===== config.mk =====
export PLATFORM = sky130hd
export DESIGN_NAME = dsp_serial_div
export DESIGN_NICKNAME = d
export VERILOG_FILES = /design/src/dsp_pkg.sv /design/src/dsp_serial_div.sv
export SDC_FILE = /design/constraint.sdc
export NUM_CORES = 1
export LEC_CHECK = 0
export BUFFER_PORTS_ARGS = -buffer_cell sky130_fd_sc_hd__buf_2
export CAP_MARGIN = 20
export CORE_AREA = 2 2 93 95
export DETAILED_ROUTE_END_ITERATION = 6
export DIE_AREA = 0 0 95 97
export PLACE_DENSITY = 0.83
export SLEW_MARGIN = 20
export SYNTH_ARGS = -nofsm -noshare
export SYNTH_HDL_FRONTEND = slang
export SYNTH_SLANG_ARGS = --single-unit

===== constraint.sdc =====
create_clock -name clk -period 3.05 [get_ports clk]
set_input_delay 0.4575 -clock clk [delete_from_list [all_inputs] [get_ports clk]]
set_output_delay 0.4575 -clock clk [all_outputs]
set_load 0.03 [all_outputs]

===== src/dsp_pkg.sv =====
// Shared constants and types of the divisor-sum perfect-number test.
// Used by the channel interfaces, the serial divider and the top level.
// Depends on nothing.
`default_nettype none

package dsp_pkg;

    // Fixed field widths of the channels.
    localparam int NUMBER_FIELD_WIDTH = 32;
    localparam int SUM_WIDTH          = 35;

    // Number of input bits taken into account.
    localparam int NUMBER_WIDTH = 32;

    // A tested divisor never exceeds floor(sqrt(n)) + 1.
    localparam int DIVISOR_WIDTH = (NUMBER_WIDTH + 1) / 2 + 1;

    // Accumulator for the sum of all divisors, n included.
    localparam int ACC_WIDTH = NUMBER_WIDTH + 4;

    // Bit counter of the serial divider.
    localparam int COUNT_WIDTH = $clog2(NUMBER_WIDTH + 1);

    typedef logic [NUMBER_WIDTH-1:0]  number_t;
    typedef logic [DIVISOR_WIDTH-1:0] divisor_t;
    typedef logic [ACC_WIDTH-1:0]     acc_t;
    typedef logic [COUNT_WIDTH-1:0]   count_t;

    typedef struct packed {
        logic     start;
        number_t  dividend;
        divisor_t divisor;
    } div_req_t;

    typedef struct packed {
        logic     done;
        number_t  quotient;
        divisor_t remainder;
    } div_rsp_t;

    typedef enum logic [4:0] {
        S_IDLE  = 5'b00001,
        S_DIV   = 5'b00010,
        S_CHECK = 5'b00100,
        S_ADDD  = 5'b01000,
        S_FINAL = 5'b10000
    } state_t;

endpackage

`default_nettype wire


===== src/dsp_serial_div.sv =====
// Bit-serial restoring divider: one quotient bit per cycle.
// Depends on dsp_pkg for widths and the request/response structs.
`default_nettype none

module dsp_serial_div (
    input  wire logic              clk,
    input  wire logic              rst_n,
    input  wire dsp_pkg::div_req_t req,
    output dsp_pkg::div_rsp_t      rsp
);
    import dsp_pkg::*;

    logic     busy_reg, busy_next;
    logic     done_reg, done_next;
    count_t   cnt_reg, cnt_next;
    number_t  quo_reg, quo_next;
    divisor_t rem_reg, rem_next;
    divisor_t div_reg, div_next;

    logic [DIVISOR_WIDTH:0] trial;
    logic [DIVISOR_WIDTH:0] diff;
    logic                   qbit;

    // The dividend shifts out at the top while quotient bits shift in below.
    assign trial = {rem_reg, quo_reg[NUMBER_WIDTH-1]};
    assign diff  = trial - {1'b0, div_reg};
    assign qbit  = (trial >= {1'b0, div_reg});

    always_comb
    begin
        busy_next = busy_reg;
        done_next = 1'b0;
        cnt_next  = cnt_reg;
        quo_next  = quo_reg;
        rem_next  = rem_reg;
        div_next  = div_reg;
        if (req.start)
        begin
            busy_next = 1'b1;
            cnt_next  = count_t'(NUMBER_WIDTH);
            quo_next  = req.dividend;
            rem_next  = '0;
            div_next  = req.divisor;
        end
        else if (busy_reg)
        begin
            quo_next = {quo_reg[NUMBER_WIDTH-2:0], qbit};
            rem_next = qbit ? diff[DIVISOR_WIDTH-1:0] : trial[DIVISOR_WIDTH-1:0];
            cnt_next = cnt_reg - count_t'(1);
            if (cnt_reg == count_t'(1))
            begin
                busy_next = 1'b0;
                done_next = 1'b1;
            end
        end
    end

    always_ff @(posedge clk or negedge rst_n)
    begin
        if (!rst_n)
        begin
            busy_reg <= 1'b0;
            done_reg <= 1'b0;
            cnt_reg  <= '0;
        end
        else
        begin
            busy_reg <= busy_next;
            done_reg <= done_next;
            cnt_reg  <= cnt_next;
        end
    end

    always_ff @(posedge clk)
    begin
        quo_reg <= quo_next;
        rem_reg <= rem_next;
        div_reg <= div_next;
    end

    assign rsp.done      = done_reg;
    assign rsp.quotient  = quo_reg;
    assign rsp.remainder = rem_reg;

endmodule

`default_nettype wire


==> load_flow_metrics.sql <==
INSERT INTO impl_metrics (metric_group, metric, value, unit) VALUES
('yosys', 'synth_largest_type_area_fraction', '0.368', ''),
('die', 'core_region_area', '8130', 'µm²'),
('worst_setup_path', 'timing.rr.start', 'quo_reg[31]$_DFFE_PP_', ''),
('sta', 'maxSlewViolCount', '0', ''),
('worst_setup_path', 'critical_path.slowest_cell', 'sky130_fd_sc_hd__fa_1', ''),
('yosys', 'total_nets_after_synthesis', '430', ''),
('power_and_ir_drop', 'switching_power', '0.801', 'mW'),
('clocking', 'cts.clk_slew.worst_paths', '0.08', 'ns'),
('worst_setup_path', 'worst_r2r_path_depth', '10', ''),
('placed_design', 'number_of_i_o_port_buffers', '101', ''),
('finish', 'flow.area_growth_from_synthesis', '19.8', '%'),
('sta', 'slew_headroom', '0.557', ''),
('worst_hold_path', 'timing.hold.worst.start', 'req[2]', ''),
('yosys', 'ys_top_cells_by_area', 'sky130_fd_sc_hd__edfxtp_1, sky130_fd_sc_hd__mux2_2, sky130_fd_sc_hd__dfxtp_1', ''),
('worst_setup_path', 'worstReg2RegEnd', 'rem_reg[0]$_SDFFE_PP0P_', ''),
('worst_setup_path', 'critical_path.max_stage_delay', '0.43', 'ns'),
('worst_setup_path', 'crit_chain', 'inv_1 > ha_1 > inv_1 > fa_1 > a211oi_1 > o21ai_1 > a22oi_2 > a21o_4 > mux2i_1 > a22o_1', ''),
('yosys', 'synth-seq-area-share', '0.503', ''),
('die', 'effective_utilization_at_floorplan', '0.491', ''),
('die', 'die_h', '97', 'µm'),
('grt', 'antenna_found_initial', '1', ''),
('worst_setup_path', 'cp_data_arrival_time', '2.94', 'ns'),
('drt', 'detail_route.vias_per_cell', '5.45', ''),
('worst_setup_path', 'worst_setup_path_start_kind', 'flip-flop', ''),
('yosys', 'synth.yosys.warnings', '0', ''),
('grt', 'grt_start_max_net_pins', '35', ''),
('yosys', 'most_frequent_cell_after_synthesis', 'sky130_fd_sc_hd__edfxtp_1', ''),
('clocking', 'clock_tree.root_cell', 'sky130_fd_sc_hd__clkbuf_8', ''),
('yosys', 'yosysUniqueCellTypes', '53', ''),
('finish', 'layout.nets', '529', ''),
('clocking', 'clock_sink_count', '74', ''),
('finish', 'drive_gt1_frac', '0.351', ''),
('worst_setup_path', 'regToRegSetupSlack', '0.42', 'ns'),
('yosys', 'netlist_instances', '358', ''),
('worst_hold_path', 'timing.hold.worst_endpoint', 'div_reg[2]$_DFFE_PP_', ''),
('die', 'die_area', '9220', 'µm²'),
('grt', 'first_global_vias', '3122', ''),
('power_and_ir_drop', 'power_density_cells', '578', 'nW/µm²'),
('sta', 'layout_setup_ws', '0.415', 'ns'),
('drt', 'detail_route.drc_violations', '0', ''),
('sta', 'grt_setup_unrepaired', 'no', ''),
('power_and_ir_drop', 'vdd.ir_drop.worst', '0.443', 'mV'),
('sta', 'fin_setup_tns', '0', 'ns'),
('yosys', 'synth_top_cells_by_count', 'sky130_fd_sc_hd__edfxtp_1, sky130_fd_sc_hd__mux2_2, sky130_fd_sc_hd__nand2_1', ''),
('sta', 'setup_violations', '0', ''),
('drt', 'totalWireLength', '8.75', 'mm'),
('drt', 'route.vias.total', '3090', ''),
('sta', 'max_clock_skew', '0.00737', 'ns'),
('die', 'io_pins', '102', ''),
('power_and_ir_drop', 'power_frac_seq', '0.462', ''),
('worst_setup_path', 'cp_max_fo', '24', ''),
('worst_hold_path', 'min-delay-path-class', 'input port to flip-flop', ''),
('run_status', 'result_of_the_run', 'finished clean', ''),
('yosys', 'post_synth.cell_area_avg', '11.2', 'µm²'),
('power_and_ir_drop', 'clkPwrFrac', '0.322', ''),
('finish', 'antenna_diode_count', '0', ''),
('clocking', 'cts-root-to-sink-buffers', '2', ''),
('power_and_ir_drop', 'power_report.internal_total', '1.97', 'mW'),
('yosys', 'synth_edf_count', '49', ''),
('worst_setup_path', 'critical_path_class', 'flip-flop to flip-flop', ''),
('sta', 'clock.fmax', '380', 'MHz'),
('die', 'placementRows', '33', ''),
('drt', 'drt-initial-drc-count', '181', ''),
('sta', 'final.period_utilization', '0.864', ''),
('clocking', 'worst_skew_pair.late_latency', '0.35', 'ns'),
('sta', 'worstMarginPinSlew', '0.665', 'ns'),
('placed_design', 'gp_congestion', '0.902', ''),
('grt', 'global_route.overflow_total', '0', ''),
('yosys', 'combined_area_of_all_synthesized_cells', '4000', 'µm²'),
('worst_setup_path', 'endpoint_kind', 'flip-flop', ''),
('sta', 'whs', '0.275', 'ns');
-- metal layers --
metal,GRT usage,vias up,part of all wire
met5,0,-,0
met4,0.0702,0,0.014
met3,0.0576,10,0.084
met2,0.326,116,0.48
met1,0.266,1457,0.42
li1,-,1507,-
-- worst max-delay path by stage --
stage,startpoint,endpoint,cells after the start
floorplan,quo_reg[31]$_DFFE_PP_,quo_reg[0]$_DFFE_PP_,10
global placement,quo_reg[31]$_DFFE_PP_,rem_reg[0]$_SDFFE_PP0P_,10
detailed placement,quo_reg[31]$_DFFE_PP_,rem_reg[0]$_SDFFE_PP0P_,10
CTS,quo_reg[31]$_DFFE_PP_,rem_reg[0]$_SDFFE_PP0P_,10
global route,quo_reg[31]$_DFFE_PP_,rem_reg[0]$_SDFFE_PP0P_,10
finish,quo_reg[31]$_DFFE_PP_,rem_reg[0]$_SDFFE_PP0P_,10
-- worst register-to-register path, delay by kind of cell (launching register included) --
kind	cells	cell delay [ns]
flip-flops	1	0.39
multiplexers	1	0.24
buffers and inverters	2	0.14
adder cells (fa/ha/maj)	2	0.59
AO/OA/AOI/OAI	5	1.22
-- logic make-up after synthesis --
family,count (synthesis),share of synthesized area
AND/OR/NAND/NOR,93,0.116
AO/OA/AOI/OAI,77,0.132
flip-flops,74,0.503
buffers and inverters,45,0.0573
multiplexers,32,0.0898
adder cells (fa/ha/maj),20,0.0645
XOR/XNOR,17,0.0372
-- repair_timing --
item / CTS / global route
hold buffers: 1 / 0
endpoints found under the setup margin: 0 / 0
endpoints found under the hold margin: 8 / 0
resized for setup: 0 / 0
-- power groups by stage --
| stage | registers, mW | logic, mW | clock network (mW) |
|---|---|---|---|
| after floorplan | 1.43 | 0.298 | 0 |
| after global placement | 1.30 | 0.582 | 0 |
| after detailed placement | 1.30 | 0.597 | 0 |
| after CTS | 1.28 | 0.602 | 0.900 |
| after global routing | 1.30 | 0.655 | 0.948 |
| final | 1.28 | 0.599 | 0.891 |
-- through the flow --
stage	instance area [µm²]	power, mW	util	cells
floorplan	4000	1.72	-	358
global placement	4550	1.88	0.559	550
detailed placement	4550	1.90	0.559	550
CTS	4790	2.78	0.589	567
global route	4790	2.90	0.589	567
finish	4790	2.77	0.589	567
-- cell type report --
type	count	area (µm²)
sequential	74	2010
clock buffer	9	124
tap	105	131
fill	650	3340
multi-input combinational	239	1760
timing repair buffer	106	558
inverter	27	101
clock inverter	7	108
-- layout by cell type (no fill, tap or decap), drive strengths merged, types with 2 or more instances in the layout --
cell type / n
a32oi: 5
xor2: 8
edfxtp: 49
a211oi: 5
nand2b: 5
a21o: 4
nand3: 23
o21a: 2
buf: 105
a21oi: 22
o311ai: 5
clkinv: 4
o21ai: 19
xnor2: 9
dfxtp: 17
nand4: 4
nand2: 30
o211ai: 4
ha: 19
clkbuf: 9
dfrtp: 8
mux2: 31
nor2: 16
bufinv: 3
a31oi: 2
nor3: 6
inv: 27
and2: 3
Power figures use the tool's default switching activity.
